--- config.mk ---
export PLATFORM = sky130hd
export DESIGN_NAME = binary_descriptor_ratio_matcher_core
export DESIGN_NICKNAME = d
export VERILOG_FILES = /design/src/sv/bdrm_pkg.sv /design/src/sv/bdrm_ctrl.sv /design/src/sv/bdrm_datapath.sv /design/src/sv/binary_descriptor_ratio_matcher_core.sv
export SDC_FILE = /design/constraint.sdc
export NUM_CORES = 1
export LEC_CHECK = 0
export BUFFER_PORTS_ARGS = -buffer_cell sky130_fd_sc_hd__buf_4
export CAP_MARGIN = 10
export CORE_UTILIZATION = 45
export CTS_CLUSTER_SIZE = 10
export DETAILED_ROUTE_END_ITERATION = 10
export GPL_TIMING_DRIVEN = 1
export SETUP_SLACK_MARGIN = 0.15
export SLEW_MARGIN = 20
export SYNTH_ARGS = -nofsm -noshare
export SYNTH_HDL_FRONTEND = slang
export SYNTH_SLANG_ARGS = --single-unit
--- constraint.sdc ---
create_clock -name clk -period 13.74 [get_ports clk]
set_clock_uncertainty 0.2 [all_clocks]
set_input_delay 0.687 -clock clk [delete_from_list [all_inputs] [get_ports clk]]
set_output_delay 0.687 -clock clk [all_outputs]
set_load 0.02 [all_outputs]
--- src/sv/bdrm_pkg.sv ---
// Shared types, constants and the popcount function of the descriptor ratio matcher.
`timescale 1ns / 1ps

package bdrm_pkg;

  localparam int DESC_WORDS    = 4;
  localparam int WORD_BITS     = 64;
  localparam int MAX_KEYPOINTS = 1024;
  localparam int IDX_BITS      = 10;
  localparam int DIST_BITS     = 9;
  localparam int LVL_BITS      = 4;
  localparam int OCT_BITS      = 3;
  localparam int POP_BITS      = 7;

  localparam logic [DIST_BITS-1:0] DIST_NONE = 9'd256;
  localparam logic [LVL_BITS-1:0]  NO_LEVEL  = 4'd15;

  localparam logic [WORD_BITS-1:0] POP_M1 = 64'h5555_5555_5555_5555;
  localparam logic [WORD_BITS-1:0] POP_M2 = 64'h3333_3333_3333_3333;
  localparam logic [WORD_BITS-1:0] POP_M4 = 64'h0F0F_0F0F_0F0F_0F0F;

  localparam logic [1:0] KIND_QUERY  = 2'd0;
  localparam logic [1:0] KIND_CAND   = 2'd1;
  localparam logic [1:0] KIND_FINISH = 2'd2;

  typedef enum logic [1:0] {
    ST_IDLE,
    ST_COUNT,
    ST_UPDATE
  } state_t;

  typedef struct packed {
    logic       load_query;
    logic       capture;
    logic       count;
    logic [1:0] word_sel;
    logic       update;
    logic       emit;
  } cmd_t;

  typedef struct packed {
    logic cand_skip;
  } status_t;

  function automatic logic [POP_BITS-1:0] popcount64(input logic [WORD_BITS-1:0] v);
    logic [WORD_BITS-1:0] s1;
    logic [WORD_BITS-1:0] s2;
    logic [WORD_BITS-1:0] s3;
    logic [POP_BITS-1:0]  sum;
    s1  = v - ((v >> 1) & POP_M1);
    s2  = (s1 & POP_M2) + ((s1 >> 2) & POP_M2);
    s3  = (s2 + (s2 >> 4)) & POP_M4;
    sum = '0;
    for (int i = 0; i < 8; i++) begin
      sum = sum + {3'b000, s3[8*i +: 4]};
    end
    return sum;
  endfunction

endpackage

--- src/sv/bdrm_ctrl.sv ---
// Controller state machine of the descriptor ratio matcher.
`timescale 1ns / 1ps

module bdrm_ctrl (
  input  logic               clk,
  input  logic               rst_n,
  input  logic               start,
  input  logic [1:0]         in_kind,
  input  bdrm_pkg::status_t  status,
  output logic               busy,
  output bdrm_pkg::cmd_t     cmd
);

  bdrm_pkg::state_t state_r, state_nxt;
  logic [1:0]       cnt_r, cnt_nxt;

  always_ff @(posedge clk) begin
    if (!rst_n) begin
      state_r <= bdrm_pkg::ST_IDLE;
      cnt_r   <= 2'd0;
    end else begin
      state_r <= state_nxt;
      cnt_r   <= cnt_nxt;
    end
  end

  always_comb begin
    state_nxt = state_r;
    cnt_nxt   = cnt_r;
    cmd       = '0;
    busy      = 1'b1;
    unique case (state_r)
      bdrm_pkg::ST_IDLE: begin
        busy = 1'b0;
        if (start) begin
          unique case (in_kind)
            bdrm_pkg::KIND_QUERY: begin
              cmd.load_query = 1'b1;
            end
            bdrm_pkg::KIND_CAND: begin
              if (!status.cand_skip) begin
                cmd.capture = 1'b1;
                cnt_nxt     = 2'd0;
                state_nxt   = bdrm_pkg::ST_COUNT;
              end
            end
            bdrm_pkg::KIND_FINISH: begin
              cmd.emit = 1'b1;
            end
            default: begin
            end
          endcase
        end
      end
      bdrm_pkg::ST_COUNT: begin
        cmd.count    = 1'b1;
        cmd.word_sel = cnt_r;
        cnt_nxt      = cnt_r + 2'd1;
        if (cnt_r == 2'd3) begin
          state_nxt = bdrm_pkg::ST_UPDATE;
        end
      end
      bdrm_pkg::ST_UPDATE: begin
        cmd.update = 1'b1;
        state_nxt  = bdrm_pkg::ST_IDLE;
      end
      default: begin
        state_nxt = bdrm_pkg::ST_IDLE;
      end
    endcase
  end

endmodule

--- src/sv/bdrm_datapath.sv ---
// Datapath of the descriptor ratio matcher: descriptor storage, popcount, best tracking.
`timescale 1ns / 1ps

module bdrm_datapath (
  input  logic                           clk,
  input  logic                           rst_n,
  input  bdrm_pkg::cmd_t                 cmd,
  output bdrm_pkg::status_t              status,
  input  logic [bdrm_pkg::WORD_BITS-1:0] in_desc_word_0,
  input  logic [bdrm_pkg::WORD_BITS-1:0] in_desc_word_1,
  input  logic [bdrm_pkg::WORD_BITS-1:0] in_desc_word_2,
  input  logic [bdrm_pkg::WORD_BITS-1:0] in_desc_word_3,
  input  logic [bdrm_pkg::OCT_BITS-1:0]  in_octave,
  input  logic [bdrm_pkg::IDX_BITS-1:0]  in_cand_index,
  input  logic                           in_taken,
  output logic                           out_valid,
  output logic                           out_accepted,
  output logic [bdrm_pkg::IDX_BITS-1:0]  out_best_index,
  output logic [bdrm_pkg::DIST_BITS-1:0] out_best_distance,
  output logic [bdrm_pkg::DIST_BITS-1:0] out_second_distance
);

  logic [bdrm_pkg::WORD_BITS-1:0] query_r [bdrm_pkg::DESC_WORDS];
  logic [bdrm_pkg::WORD_BITS-1:0] cand_r  [bdrm_pkg::DESC_WORDS];
  logic [bdrm_pkg::LVL_BITS-1:0]  cand_lvl_r;
  logic [bdrm_pkg::IDX_BITS-1:0]  cand_idx_r;
  logic [bdrm_pkg::DIST_BITS-1:0] acc_r;
  logic [bdrm_pkg::DIST_BITS-1:0] best_dist_r;
  logic [bdrm_pkg::DIST_BITS-1:0] second_dist_r;
  logic [bdrm_pkg::LVL_BITS-1:0]  best_lvl_r;
  logic [bdrm_pkg::LVL_BITS-1:0]  second_lvl_r;
  logic [bdrm_pkg::IDX_BITS-1:0]  best_idx_r;
  logic                           have_best_r;
  logic                           out_valid_r;
  logic                           out_accepted_r;
  logic [bdrm_pkg::IDX_BITS-1:0]  out_best_index_r;
  logic [bdrm_pkg::DIST_BITS-1:0] out_best_distance_r;
  logic [bdrm_pkg::DIST_BITS-1:0] out_second_distance_r;

  logic [bdrm_pkg::POP_BITS-1:0]  word_pop;
  logic [11:0]                    best_x5;
  logic [11:0]                    second_x4;
  logic                           reject;

  assign status.cand_skip = in_taken ||
      ({1'b0, in_cand_index} >= 11'(bdrm_pkg::MAX_KEYPOINTS));

  assign word_pop  = bdrm_pkg::popcount64(query_r[cmd.word_sel] ^ cand_r[cmd.word_sel]);
  assign best_x5   = {1'b0, best_dist_r, 2'b00} + {3'b000, best_dist_r};
  assign second_x4 = {1'b0, second_dist_r, 2'b00};
  assign reject    = (best_lvl_r == second_lvl_r) && (best_x5 > second_x4);

  always_ff @(posedge clk) begin
    if (!rst_n) begin
      for (int i = 0; i < bdrm_pkg::DESC_WORDS; i++) begin
        query_r[i] <= '0;
      end
      best_dist_r   <= bdrm_pkg::DIST_NONE;
      second_dist_r <= bdrm_pkg::DIST_NONE;
      best_lvl_r    <= bdrm_pkg::NO_LEVEL;
      second_lvl_r  <= bdrm_pkg::NO_LEVEL;
      best_idx_r    <= '0;
      have_best_r   <= 1'b0;
      out_valid_r   <= 1'b0;
    end else begin
      out_valid_r <= cmd.emit;
      if (cmd.load_query) begin
        query_r[0]    <= in_desc_word_0;
        query_r[1]    <= in_desc_word_1;
        query_r[2]    <= in_desc_word_2;
        query_r[3]    <= in_desc_word_3;
        best_dist_r   <= bdrm_pkg::DIST_NONE;
        second_dist_r <= bdrm_pkg::DIST_NONE;
        best_lvl_r    <= bdrm_pkg::NO_LEVEL;
        second_lvl_r  <= bdrm_pkg::NO_LEVEL;
        best_idx_r    <= '0;
        have_best_r   <= 1'b0;
      end else if (cmd.update) begin
        if (acc_r < best_dist_r) begin
          second_dist_r <= best_dist_r;
          second_lvl_r  <= best_lvl_r;
          best_dist_r   <= acc_r;
          best_lvl_r    <= cand_lvl_r;
          best_idx_r    <= cand_idx_r;
          have_best_r   <= 1'b1;
        end else if (acc_r < second_dist_r) begin
          second_dist_r <= acc_r;
          second_lvl_r  <= cand_lvl_r;
        end
      end
    end
  end

  always_ff @(posedge clk) begin
    if (cmd.capture) begin
      cand_r[0]  <= in_desc_word_0;
      cand_r[1]  <= in_desc_word_1;
      cand_r[2]  <= in_desc_word_2;
      cand_r[3]  <= in_desc_word_3;
      cand_lvl_r <= {1'b0, in_octave};
      cand_idx_r <= in_cand_index;
      acc_r      <= '0;
    end else if (cmd.count) begin
      acc_r <= acc_r + {2'b00, word_pop};
    end
    if (cmd.emit) begin
      out_accepted_r        <= !reject;
      out_best_index_r      <= have_best_r ? best_idx_r : '0;
      out_best_distance_r   <= best_dist_r;
      out_second_distance_r <= second_dist_r;
    end
  end

  assign out_valid           = out_valid_r;
  assign out_accepted        = out_accepted_r;
  assign out_best_index      = out_best_index_r;
  assign out_best_distance   = out_best_distance_r;
  assign out_second_distance = out_second_distance_r;

endmodule

--- src/sv/binary_descriptor_ratio_matcher_core.sv ---
// Top level of the binary descriptor ratio matcher.
`timescale 1ns / 1ps

// Items are taken when start is high and busy is low. A query item, a finish item and a
// skipped candidate (taken, or index out of range) leave busy low. A scored candidate
// holds busy until it is scored, so no new item is taken before then: a shared 64-bit
// popcount unit scores one descriptor word per cycle, then an update step compares the
// distance against the best and second-best. The result of a finish item appears on the
// out_ ports, flagged by out_valid, for exactly one cycle, the cycle after the item is
// taken; the receiver cannot hold it off, so it must capture it then.
module binary_descriptor_ratio_matcher_core (
  input  logic                           clk,
  input  logic                           rst_n,
  input  logic                           start,
  output logic                           busy,
  input  logic [1:0]                     in_kind,
  input  logic [bdrm_pkg::WORD_BITS-1:0] in_desc_word_0,
  input  logic [bdrm_pkg::WORD_BITS-1:0] in_desc_word_1,
  input  logic [bdrm_pkg::WORD_BITS-1:0] in_desc_word_2,
  input  logic [bdrm_pkg::WORD_BITS-1:0] in_desc_word_3,
  input  logic [bdrm_pkg::OCT_BITS-1:0]  in_octave,
  input  logic [bdrm_pkg::IDX_BITS-1:0]  in_cand_index,
  input  logic                           in_taken,
  output logic                           out_valid,
  output logic                           out_accepted,
  output logic [bdrm_pkg::IDX_BITS-1:0]  out_best_index,
  output logic [bdrm_pkg::DIST_BITS-1:0] out_best_distance,
  output logic [bdrm_pkg::DIST_BITS-1:0] out_second_distance
);

  bdrm_pkg::cmd_t    cmd;
  bdrm_pkg::status_t status;

  bdrm_ctrl u_ctrl (
    .clk     (clk),
    .rst_n   (rst_n),
    .start   (start),
    .in_kind (in_kind),
    .status  (status),
    .busy    (busy),
    .cmd     (cmd)
  );

  bdrm_datapath u_datapath (
    .clk                 (clk),
    .rst_n               (rst_n),
    .cmd                 (cmd),
    .status              (status),
    .in_desc_word_0      (in_desc_word_0),
    .in_desc_word_1      (in_desc_word_1),
    .in_desc_word_2      (in_desc_word_2),
    .in_desc_word_3      (in_desc_word_3),
    .in_octave           (in_octave),
    .in_cand_index       (in_cand_index),
    .in_taken            (in_taken),
    .out_valid           (out_valid),
    .out_accepted        (out_accepted),
    .out_best_index      (out_best_index),
    .out_best_distance   (out_best_distance),
    .out_second_distance (out_second_distance)
  );

`ifndef NO_ASSERTIONS
  a_result_follows_finish: assert property (@(posedge clk) disable iff (!rst_n)
    out_valid |-> $past(start && !busy && in_kind == bdrm_pkg::KIND_FINISH))
    else $error("result without a finish item");

  a_scored_cand_busy: assert property (@(posedge clk) disable iff (!rst_n)
    (start && !busy && in_kind == bdrm_pkg::KIND_CAND && !status.cand_skip) |=> busy)
    else $error("scored candidate did not hold busy");

  a_best_not_above_second: assert property (@(posedge clk) disable iff (!rst_n)
    out_valid |-> (out_best_distance <= out_second_distance))
    else $error("best distance above second distance");
`endif

endmodule

## After elaboration in Yosys (flattened, before gate mapping)

Memories as Yosys holds them, arrays and structs flattened.
Index checks and enable logic that the tools add are counted.
Widths: inputs -> output; s select.

| word-level totals | value |
|---|---|
| register bits after elaboration | 93 |
| latch bits | 0 |
| bits in writable memories | 512 |
| memory bits (read-only) | 0 |
| input port bits | 275 |
| output and inout bits | 31 |
| logic and storage cells | 95 |
| memories | 2 |

| cells by class | value |
|---|---|
| add/subtract/negate cells | 13 |
| $mul | 0 |
| divide/modulo/power cells | 0 |
| $lt $le $gt $ge | 3 |
| equality and inequality tests | 10 |
| shift-type cells | 0 |
| mux-type cells | 34 |
| bitwise gates (word level) | 6 |
| reductions and logical operators | 11 |

Memories:

| memory | words | width | rd ports | clocked after memory_dff | wr ports | line | source |
|---|---|---|---|---|---|---|---|
| u_datapath.cand_r | 4 | 64 | 1 | 0 | 4 | bdrm_datapath.sv:24 | `logic [bdrm_pkg::WORD_BITS-1:0] cand_r [bdrm_pkg::DESC_WORDS];` |
| u_datapath.query_r | 4 | 64 | 1 | 0 | 4 | bdrm_datapath.sv:23 | `logic [bdrm_pkg::WORD_BITS-1:0] query_r [bdrm_pkg::DESC_WORDS];` |

Operators by type and width:

| cell | number |
|---|---|
| $mux 64 | 4 |
| $sub 64x63->64 | 1 |
| $xor 64x64->64 | 1 |
| $add 62x62->63 | 1 |
| $add 60x59->60 | 1 |
| $add 7x4->7 | 6 |
| $lt 9x9->1 | 2 |
| $mux 2 | 9 |
| $mux 9 | 2 |
| $mux 1 | 14 |
| $add 11x9->12 | 1 |
| $gt 12x11->1 | 1 |
| $add 9x7->9 | 1 |
| $mux 4 | 2 |
| $pmux 2 s2 | 2 |
| $reduce_and 4->1 | 2 |
| $eq 2x2->1 const B | 3 |
| $ne 2x2->1 const B | 3 |
| $add 4x4->5 | 1 |
| $eq 2x1->1 const B | 2 |
| $eq 4x4->1 | 1 |
| $logic_not 2->1 | 2 |
| $or 1x1->1 | 4 |
| $reduce_and 2->1 | 2 |
| other kinds (8) | 9 |

## Logic depth before layout (Yosys ltp)

Gate-level depths: netlist of run 1.
An unclocked memory read counts as a cell.

| logic depth | value |
|---|---|
| depth after elaboration | 15 |
| gate-level depth with buffers | 48 |
| mapped depth without buffers | 42 |

## Modules after synthesis

From an unflattened synthesis of run 1, not the netlist that was laid out.

| second synthesis, totals | value |
|---|---|
| cells, all modules | 2496 |
| area, all modules | 31679.1 um^2 |

By module, submodules not included:

| module | instances | cells an instance | area each (um^2) | sequential area each (um^2) |
|---|---|---|---|---|
| bdrm_datapath | 1 | 2471 | 31442.7 | 17576.9 |
| bdrm_ctrl | 1 | 25 | 236.5 | 80.1 |

## Worst setup path after synthesis of run 1

Ideal clock, no wire load.

| path | value |
|---|---|
| path kind | reg2reg |
| start | register u_ctrl.cnt_r[1] |
| end | register u_datapath.acc_r[8] (netlist name) |
| setup time | 0.459 ns |
| arrival time | 9.767 ns |
| data required time | 13.081 ns |
| path slack | 3.314 ns |
| cell stages (with the launch flop) | 46 |
| path buffers | 6 |
| period minus slack after synthesis | 10.426 ns |
| cells stage by stage | dfxtp_1 > buf_2 > and3b_1 > buf_4 > buf_4 > buf_2 > buf_1 > nand2_1 > clkbuf_1 > o22ai_1 > a31oi_1 > xor2_1 > inv_1 > ha_1 > nor2b_1 > o21ai_0 > o21ai_0 > a21boi_0 > (+10 left out) > fa_1 > xnor2_1 > fa_1 > fa_1 > fa_1 > inv_1 > fa_1 > fa_1 > inv_1 > ha_1 > a21o_1 > a21o_1 > a21o_1 > a21oi_1 > nor2b_1 > o211ai_1 > xor2_1 > nor2_1 |

| between the ends | value |
|---|---|
| word-level cells in the longest chain between the ends | 14 |
| elaborated cells on any way between the ends | 15 |
| classes of those cells | add/sub (11); mux (1); bitwise (1); memory (2) |

Ends and longest elaborated chain:

| item | line | source |
|---|---|---|
| start: declaration | bdrm_ctrl.sv:15 | `logic [1:0] cnt_r, cnt_nxt;` |
| start signal: assignment | bdrm_ctrl.sv:23 | `cnt_r <= cnt_nxt;` |
| $mux 3 * | bdrm_ctrl.sv:32 | `unique case (state_r)` |
| $mem_v2 4x64 (on tied branches) | -- |  |
| $xor 64x64->64 * | bdrm_datapath.sv:48 | `assign word_pop = bdrm_pkg::popcount64(query_r[cmd.word_sel] ^ cand_r[cmd.word_sel]);` |
| $sub 64x63->64 * | bdrm_pkg.sv:50 | `s1 = v - ((v >> 1) & POP_M1);` |
| $add 62x62->63 * | bdrm_pkg.sv:51 | `s2 = (s1 & POP_M2) + ((s1 >> 2) & POP_M2);` |
| $add 60x59->60 * | bdrm_pkg.sv:52 | `s3 = (s2 + (s2 >> 4)) & POP_M4;` |
| $add 4x4->5 | bdrm_pkg.sv:55 | `sum = sum + {3'b000, s3[8*i +: 4]};` |
| $add 7x4->7 (5 in series) | bdrm_pkg.sv:55 |  |
| $add 7x4->7 * | bdrm_pkg.sv:55 |  |
| $add 9x7->9 * | bdrm_datapath.sv:104 | `acc_r <= acc_r + {2'b00, word_pop};` |
| end signal: assignment | bdrm_datapath.sv:104 |  |
| end: declaration | bdrm_datapath.sv:27 | `logic [bdrm_pkg::DIST_BITS-1:0] acc_r;` |

Mark *: on every way between the ends. The rest lies on a longest branch, timed or not.
A chain may end at the register's enable or synchronous reset.

## Final worst setup path of run 1

| path | value |
|---|---|
| start | register u_ctrl.cnt_r[0] |
| end | register u_datapath.acc_r[8] (netlist name) |

Same word-level chain as after synthesis.

==> summary.txt, run 1 <==
Clock network
  • CTS sink count: just over 600
  • Clock tree root driver cell: clkbuf_16
  • Clock tree from TritonCTS: done
  • Clock slew at the register clock pins of the worst setup and hold paths: around 0.06 ns
  • Cts bufs inserted: between 70 and 80
  • Post-CTS Hold Buffers: 0
  • Worst-skew pair later-pin latency: 0.61 ns
  • Worst-case clock buffer depth: 3
  • Post-CTS setup repair buffer count: 0
  • Number of gates given a new drive strength after cts: 0
  • H-tree levels: 3

Final layout
  • Most frequent standard cell in the layout excluding fill and tap cells: edfxtp_1
  • Commonest cells after routing, fill and taps aside: 554 x edfxtp_1, 327 x buf_4, 278 x nand2_1
  • Area added between synthesis and finish: 15.9%
  • Number of filler instances in the final layout: slightly above 6000
  • Number of nets in the final layout: roughly 3400
  • Share of layout cells above drive strength 1: 0.170

Global route
  • Overall track demand over capacity in global routing: 0.240
  • Initial antenna violation count: 4
  • Most Used Layer, Global Route: met2
  • Global route overflow: 0
  • Wire length of the first global-routing pass: roughly 130000 um
  • Grt met1 use: 0.339
  • Pin count of the biggest net entering global routing: between 200 and 250
  • Via count of the first global-routing pass: between 20000 and 25000
  • Met2 track utilization from global routing: 0.391
  • Met3 Resource Use GR: 0.0318

Yosys
  • Biggest area contributors in the synthesized netlist: edfxtp_1 52%, ha_1 6.7%, and3_1 5.1%
  • Synthesis warning total: 0
  • Synthesized netlist net count: 3197
  • Top cell type by total area after synthesis: edfxtp_1
  • Asr flop ratio synth: 0
  • Synth unique cells: 96
  • Average footprint of a synthesized cell: 11.9 um2
  • Top flip-flop cell by instance count after synthesis: edfxtp_1
  • FF+latch count, synth: 605
  • Netlist area before placement: approximately 32000 um2
  • Number of flops mapped to enable cells by yosys: roughly 550
  • Fraction of post-synthesis cell area in the top cell type by area: 0.515
  • Gate count of the mapped netlist: around 2700
  • Post-synthesis sequential area ratio: 0.547

Critical path
  • Crit path top cell by count: fa_1
  • Endpoint required time on the critical path: 14.02 ns
  • Crit Path Class: flip-flop to flip-flop
  • Register-to-Register Setup Slack: around 1.9 ns
  • CP peak stage delay: around 0.94 ns
  • Startpoint Class: flip-flop
  • Maximum net fanout on the critical path: between 60 and 70
  • Kind of capture point of the worst setup path: flip-flop
  • Critical path data arrival time: around 12 ns
  • Critical-path cell with the highest stage delay: dfxtp_4

Drt
  • DR iter-0 viols: roughly 1800
  • Vias after detailed routing: between 20000 and 25000
  • Final Routed Wirelength: between 80000 and 90000 um
  • Average wire length per cell after detail routing: around 22 um
  • Router iterations before antenna repair: 5
  • Via count normalized by instance count: ~5.7
  • Drc violations: 0
  • Antenna violation net count after detailed routing: 0

Timing
  • Final clock period utilization by the worst path: 0.858
  • Clock period minus final worst setup slack: approximately 12 ns
  • Worst-case setup margin in the final layout: 1.95 ns
  • Hold Vio Cnt, Final: 0
  • Worst rel slew slack: 0.0423
  • Number of max-slew violations in the final report: 0
  • Fin Hold WS: about 0.043 ns
  • Total of endpoints with negative setup slack in the final report: 0
  • Slew @ Worst Pin: around 1.4 ns
  • RSZ-0062 raised after global routing: false
  • Highest clock rate: ~85 MHz
  • Summed negative setup slack over all endpoints: 0 ns

Placed design
  • Global placement routability congestion: roughly 0.9
  • HPWL reported at the end of detailed placement: about 61000 um
  • Input/output buffers: slightly above 300
  • Post-place setup slack: about 1.9 ns

Die
  • Die outline width: roughly 270 um
  • IO Count: 306
  • Die Area: 72800 um2
  • Area of the core region: between 70000 and 80000 um2
  • Number of cell rows: 97
  • Starting Density: 0.458
  • Vert. Die Dim: approximately 270 um

Hold path
  • Class of the tightest hold or removal check: input port to flip-flop

Outcome
  • Result of the run: complete, no violations

Job
  • Max cap viols: 0
## layout make-up
type	instances	area, um2	share of cell area
Clock buffer	99	1960	0.0522
Inverter	165	627	0.0167
Sequential cell	605	17700	0.472
Clock inverter	11	108	0.00287
Tap cell	940	1180	0.0314
Multi-Input combinational cell	1779	13300	0.356
Antenna cell	3	7.51	0.000201
Timing Repair Buffer	332	2550	0.0682
## through the flow
stage,area (um2),utilization,instances
after floorplan,32300,-,2703
after global placement,35300,0.501,3820
after global routing,37400,0.531,3933
after detailed placement,35300,0.501,3820
after CTS,37400,0.530,3930
final,37400,0.531,3934
## flip-flops by register name (all words and copies together) (netlist names), 9 cells and up
| signal | count |
|---|---|
| u_datapath.second_dist_r | 9 |
| u_datapath.out_best_distance | 9 |
| u_datapath.best_idx_r | 10 |
| u_datapath.best_dist_r | 9 |
| u_datapath.acc_r | 9 |
| u_datapath.out_second_distance | 9 |
| u_datapath.query_r | 256 |
| u_datapath.out_best_index | 10 |
| u_datapath.cand_idx_r | 10 |
| u_datapath.cand_r | 256 |
## worst max-delay path, delay by kind of cell, from the launching register on
family                     cells  cell delay (ns)
xor gates and xnor gates       3             0.85
adders and majority gates      9             4.10
DFF                            1             0.94
buffers and inverters          5             1.27
and+or+nand+nor                6             1.74
AOI/OAI and AO/OA             11             2.50
## path summary, 6_finish.rpt
kind,end,startpoint,cells past startpoint
min reg2reg,u_datapath.out_second_distance[6],u_datapath.second_dist_r[6],0
min,u_datapath.cand_idx_r[4],in_cand_index[4],1
max,u_datapath.acc_r[8],u_ctrl.cnt_r[0],34
max reg2reg,u_datapath.acc_r[8],u_ctrl.cnt_r[0],34
## cells by family after synthesis
family	count (synthesis)	share of synthesized area
multiplexers	64	0.0206
flip-flops	605	0.547
XOR/XNOR	140	0.0416
AND/OR/NAND/NOR	771	0.125
buffers and inverters	319	0.0413
AO/OA/AOI/OAI	585	0.129
adder cells (fa/ha/maj)	219	0.0953
## Yosys cell counts (9+ instances only)
library cell	instances
mux2i_1	44
clkbuf_1	107
fa_1	45
nand2b_1	24
nor2_1	61
nor3_1	9
nand4_1	11
buf_4	13
xor2_1	60
a21oi_1	78
xnor2_1	66
mux2_2	18
and2_1	19
ha_1	174
o21a_1	26
nand3_1	29
o211ai_1	27
o221a_2	15
a211oi_1	31
buf_2	21
o22ai_1	94
a31oi_1	81
a21boi_0	9
dfxtp_1	51
inv_1	160
edfxtp_1	554
a21o_1	53
nand2_1	279
o221ai_1	14
a221oi_1	9
nor2b_1	25
o21ai_0	41
and3_1	265
## routing by layer
layer,routed length [um],vias to the layer above,share of wire
met5,0,-,0
met4,1330,0,0.015
met3,4570,81,0.052
met2,42200,634,0.48
met1,40100,11191,0.45
li1,-,10584,-
Power of run 1 is left out: the tool's default activity adds up to more than one toggle a clock period on the data nets, which glitch-free logic cannot reach.
==> inputs of run 2 (changes only) <==
--- a/config.mk
+++ b/config.mk
@@ -11,6 +11,7 @@
 export CTS_CLUSTER_SIZE = 10
 export DETAILED_ROUTE_END_ITERATION = 10
 export GPL_TIMING_DRIVEN = 1
+export RECOVER_POWER = 100
 export SETUP_SLACK_MARGIN = 0.15
 export SLEW_MARGIN = 20
 export SYNTH_ARGS = -nofsm -noshare
==> run 2 against run 1 <==
Compared with the run above:
- the run now ends with max-capacitance violations, max-slew violations left
- global-route usage is the same
- via count rose by 0.35%
- register-to-register slack lost 0.20 ns
- first-iteration DRC count is 2.6% lower
- core utilization shrank 1.1 points
- sequential share of layout area up 0.95 points
- critical path type unchanged
- critical endpoint is now u_datapath.query_r[1][43]
- highest routed layer unchanged
==> summary.txt, run 2 (synthesized netlist as in run 1, its figures left out) <==
Timing
  • Hold Vio Cnt, Final: 0
  • Total of endpoints with negative setup slack in the final report: 0
  • Summed negative setup slack over all endpoints: 0 ns
  • RSZ-0062 raised after global routing: false
  • Highest clock rate: ~83 MHz
  • Number of max-slew violations in the final report: roughly 750
  • Slew @ Worst Pin: 5.99 ns
  • Final clock period utilization by the worst path: 0.873
  • Worst rel slew slack: -2.99
  • Clock period minus final worst setup slack: between 10 and 15 ns

Clock network
  • Number of gates given a new drive strength after cts: 0
  • Clock tree root driver cell: clkbuf_16
  • Post-CTS Hold Buffers: 0
  • Cts bufs inserted: 72
  • H-tree levels: 3
  • Post-CTS setup repair buffer count: 0
  • Worst-skew pair later-pin latency: 0.61 ns
  • Clock tree from TritonCTS: done
  • Clock slew at the register clock pins of the worst setup and hold paths: approximately 0.050 ns
  • CTS sink count: around 610
  • Worst-case clock buffer depth: 3

Die
  • Vert. Die Dim: 270 um
  • Area of the core region: approximately 70000 um2
  • Die outline width: 270 um
  • Starting Density: 0.458
  • Number of cell rows: 97
  • Die Area: roughly 73000 um2
  • IO Count: ~300

Drt
  • Router iterations before antenna repair: 5
  • Antenna violation net count after detailed routing: 0
  • Vias after detailed routing: 22569
  • Drc violations: 0
  • Via count normalized by instance count: about 5.7
  • Average wire length per cell after detail routing: about 22 um
  • DR iter-0 viols: ~1800
  • Final Routed Wirelength: 88100 um

Placed design
  • Input/output buffers: a little over 300
  • HPWL reported at the end of detailed placement: just over 60000 um
  • Global placement routability congestion: 0.912

Critical path
  • Crit Path Class: flip-flop to flip-flop
  • Critical path data arrival time: roughly 12 ns
  • CP peak stage delay: about 4.6 ns
  • Critical-path cell list: nor2_1 > nand2_1 > nor3_1 > clkbuf_1 > nor2b_1 > clkinvlp_2 > clkbuf_2 > buf_4
  • Kind of capture point of the worst setup path: flip-flop
  • Maximum net fanout on the critical path: roughly 130
  • Endpoint required time on the critical path: 13.75 ns
  • Startpoint Class: flip-flop
  • Critical-path cell with the highest stage delay: clkinvlp_2

Global route
  • Pin count of the biggest net entering global routing: about 230
  • Via count of the first global-routing pass: around 22000
  • Overall track demand over capacity in global routing: 0.240
  • Initial antenna violation count: 8
  • Wire length of the first global-routing pass: ~130000 um
  • Global route overflow: 0

Hold path
  • Class of the tightest hold or removal check: input port to flip-flop

Outcome
  • Result of the run: finished with violations
  • Violations in the final reports: max-capacitance violations, max-slew violations

Final layout
  • Leading registers by flop count: u_datapath.cand_r x256, u_datapath.query_r x256
  • Most frequent standard cell in the layout excluding fill and tap cells: edfxtp_1
  • Number of nets in the final layout: around 3400
  • Number of filler instances in the final layout: approximately 6300
  • Share of layout cells above drive strength 1: 0.105
  • Commonest cells after routing, fill and taps aside: 554 x edfxtp_1, 278 x nand2_1, 265 x and3_1
  • Area added between synthesis and finish: 13.6%

Job
  • Max cap viols: 10
==> run 2: cell types whose count changed in the layout (fill, tap and decap cells not counted), sizes merged <==
cell,previous run,this run
clkinvlp,0,1
inv,167,166
clkbuf,99,408
buf,332,23
diode,3,5
==> run 2: critical path, delay by kind of cell, from the launching register on <==
kind,cells,cell delay [ns]
buffers and inverters,4,8.83
flip-flops,1,0.80
AND/OR/NAND/NOR,4,1.58
==> run 2: per-layer routing <==
layer | GRT usage | routed length [um] | vias up
li1 | - | - | 10594
met1 | 0.339 | 39900 | 11202
met2 | 0.391 | 42100 | 690
met3 | 0.0318 | 4810 | 83
met4 | 0.0577 | 1310 | 0
met5 | 0 | 0 | -
==> run 2: final cells by class <==
type	count	area [um2]	area share
inverters	165	621	0.0169
repair buffers	332	1830	0.0498
diodes	5	12.5	0.000341
well taps	940	1180	0.0321
flip-flops and latches	605	17700	0.481
clock buffers	99	1960	0.0533
multi-input cells	1779	13300	0.363
clock inverters	11	108	0.00293
==> run 2: per-stage QoR <==
step	hold slack, ns	instance area [um2]	std cells	setup slack, ns	utilization
after floorplan	0.208	32300	2703	3.31	-
after global placement	0.213	35300	3820	2.10	0.501
after detailed placement	0.221	35300	3820	1.93	0.501
after CTS	0.00884	37400	3930	1.91	0.530
after global routing	0.0449	36700	3935	0.686	0.520
final	0.0630	36700	3936	1.75	0.520
==> run 2: worst paths after layout <==
kind / from / to / slack [ns] / depth (start not counted)
worst max-delay path: u_ctrl.state_r[0] / u_datapath.query_r[1][43] / 1.75 / 8
worst min-delay path: in_desc_word_3[45] / u_datapath.cand_r[3][45] / 0.06 / 1
worst max register to register: u_ctrl.state_r[0] / u_datapath.query_r[1][43] / 1.75 / 8
worst min register to register: u_datapath.second_dist_r[6] / u_datapath.out_second_distance[6] / 0.23 / 0
Power of run 2 is left out for the same reason.
==> inputs of run 3 (changes only) <==
--- a/config.mk
+++ b/config.mk
@@ -7,6 +7,7 @@
 export LEC_CHECK = 0
 export BUFFER_PORTS_ARGS = -buffer_cell sky130_fd_sc_hd__buf_4
 export CAP_MARGIN = 10
+export CORE_ASPECT_RATIO = 1.1
 export CORE_UTILIZATION = 45
 export CTS_CLUSTER_SIZE = 10
 export DETAILED_ROUTE_END_ITERATION = 10
==> run 3 against run 2 <==
Compared with the run above:
- the flow still finishes with violations (max-capacitance violations, max-slew violations)
- global-route usage is 0.61 points lower
- via count shrank 1.0%
- hold slack improved by 0.017 ns
- count of clock-buffer cells in the layout fell by 5
- first-iteration DRC count decreased by 14%
- flip-flop and latch count is the same
- register-to-register slack better by 0.07 ns
- core utilization fell by 0.10 points
- cell area about the same
- routed wire length is 1.2% lower
- non-clock buffer count shrank 1
- maximum frequency grew 0.63%
- critical endpoint is now u_datapath.cand_r[1][53]
==> summary.txt, run 3 (synthesized netlist as in run 1, its figures left out) <==
Timing
  • Total of endpoints with negative setup slack in the final report: 0
  • Clock period minus final worst setup slack: ~12 ns
  • Worst-case setup margin in the final layout: about 1.8 ns
  • Highest clock rate: between 80 and 90 MHz
  • Summed negative setup slack over all endpoints: 0 ns
  • Final clock period utilization by the worst path: 0.867
  • RSZ-0062 raised after global routing: false
  • Slew @ Worst Pin: slightly below 9 ns
  • Hold Vio Cnt, Final: 0
  • Worst rel slew slack: -4.93
  • Number of max-slew violations in the final report: 721

Global route
  • Overall track demand over capacity in global routing: 0.234
  • Via count of the first global-routing pass: 22673
  • Initial antenna violation count: 7
  • Wire length of the first global-routing pass: 132000 um
  • Global route overflow: 0
  • Pin count of the biggest net entering global routing: ~210

Critical path
  • Critical-path cell with the highest stage delay: clkbuf_1
  • Kind of capture point of the worst setup path: flip-flop
  • CP peak stage delay: approximately 6.4 ns
  • Startpoint Class: flip-flop
  • Cell family with most CP delay: buffers and inverters
  • Critical path data arrival time: 11.64 ns
  • Critical-path cell list: nor2_1 > nand2_1 > nor4b_1 > clkbuf_1 > clkbuf_1
  • Crit path top cell by count: clkbuf_1
  • CP Buf/Inv Count: 2
  • Endpoint required time on the critical path: about 13 ns
  • Maximum net fanout on the critical path: approximately 160
  • Crit Path Class: flip-flop to flip-flop

Die
  • Area of the core region: a little over 70000 um2
  • Vert. Die Dim: roughly 280 um
  • Die outline width: about 260 um
  • Number of cell rows: between 100 and 150
  • IO Count: approximately 310
  • Starting Density: 0.457
  • Die Area: approximately 73000 um2

Drt
  • Via count normalized by instance count: about 5.7
  • Vias after detailed routing: between 20000 and 25000
  • Antenna violation net count after detailed routing: 0
  • Router iterations before antenna repair: 5
  • DR iter-0 viols: 1514
  • WL met2: 43100 um
  • Top layer used by detailed routing: met5
  • Final Routed Wirelength: between 80000 and 90000 um
  • Sum of met3 wire segment lengths after detailed routing: approximately 4200 um
  • Post-route met1 wirelength: ~38000 um
  • Drc violations: 0
  • Average wire length per cell after detail routing: ~22 um

Final layout
  • # diodes: 0
  • Most frequent standard cell in the layout excluding fill and tap cells: edfxtp_1
  • Leading registers by flop count: u_datapath.cand_r x256, u_datapath.query_r x256
  • Area added between synthesis and finish: 13.7%
  • Share of layout cells above drive strength 1: 0.117
  • Commonest cells after routing, fill and taps aside: 554 x edfxtp_1, 278 x nand2_1, 265 x and3_1
  • Number of nets in the final layout: 3447

Placed design
  • HPWL reported at the end of detailed placement: roughly 60000 um
  • Input/output buffers: 305
  • Global placement routability congestion: ~0.90
  • Post-place setup slack: between 2 and 2.5 ns

Hold path
  • Class of the tightest hold or removal check: input port to flip-flop

Clock network
  • Clock slew at the register clock pins of the worst setup and hold paths: approximately 0.050 ns
  • CTS sink count: a little over 600
  • Number of gates given a new drive strength after cts: 0
  • H-tree levels: 3
  • Worst-skew pair later-pin latency: 0.61 ns
  • Worst-case clock buffer depth: 3
  • Cts bufs inserted: between 70 and 80
  • Clock tree from TritonCTS: done
  • Clock tree root driver cell: clkbuf_16
  • Post-CTS Hold Buffers: 0
  • Post-CTS setup repair buffer count: 0

Job
  • Max cap viols: 7

Outcome
  • Result of the run: finished with violations
  • Violations in the final reports: max-capacitance violations, max-slew violations
[run 3: cell count changes in the layout (fill, tap and decap cells not counted), moves of 2 or more]
cell	change
buf_12	-2
buf_4	+5
clkbuf_1	-42
clkbuf_16	-3
clkbuf_4	+37
clkinv_2	-4
diode_2	-5
[run 3: per-stage QoR]
step | cells | area [um2] | utilization | hold WS [ns]
finish | 3918 | 36700 | 0.519 | 0.0796
global route | 3918 | 36700 | 0.519 | 0.0555
CTS | 3918 | 37300 | 0.528 | 0.0232
detailed placement | 3816 | 35300 | 0.499 | 0.223
global placement | 3816 | 35300 | 0.499 | 0.217
floorplan | 2703 | 32300 | - | 0.208
[run 3: path summary, 6_finish.rpt]
check	from	endpoint	slack (ns)	cells past startpoint
worst min register to register	u_datapath.second_dist_r[6]	u_datapath.out_second_distance[6]	0.23	0
worst max register to register	u_ctrl.state_r[0]	u_datapath.cand_r[1][53]	1.82	5
worst min-delay path	in_cand_index[1]	u_datapath.cand_idx_r[1]	0.08	1
worst max-delay path	u_ctrl.state_r[0]	u_datapath.cand_r[1][53]	1.82	5
[run 3: cell type report]
type / count / area, um2
clock buffers: 94 / 1880
clock inverters: 8 / 126
fillers: 6336 / 34000
inverters: 165 / 621
multi-input cells: 1779 / 13300
flip-flops and latches: 605 / 17700
well taps: 936 / 1170
repair buffers: 331 / 1920
[run 3: layer usage]
metal	GRT usage	vias to the layer above
met1	0.312	11061
met5	0	-
met4	0.0559	12
met2	0.398	566
li1	-	10583
met3	0.0361	119
[run 3: worst register-to-register path: cells and delay by family (launching register included)]
family                 cells  cell delay (ns)
buffers and inverters      2             9.43
and+or+nand+nor            3             0.82
DFF                        1             0.53
Power of run 3 is left out for the same reason.
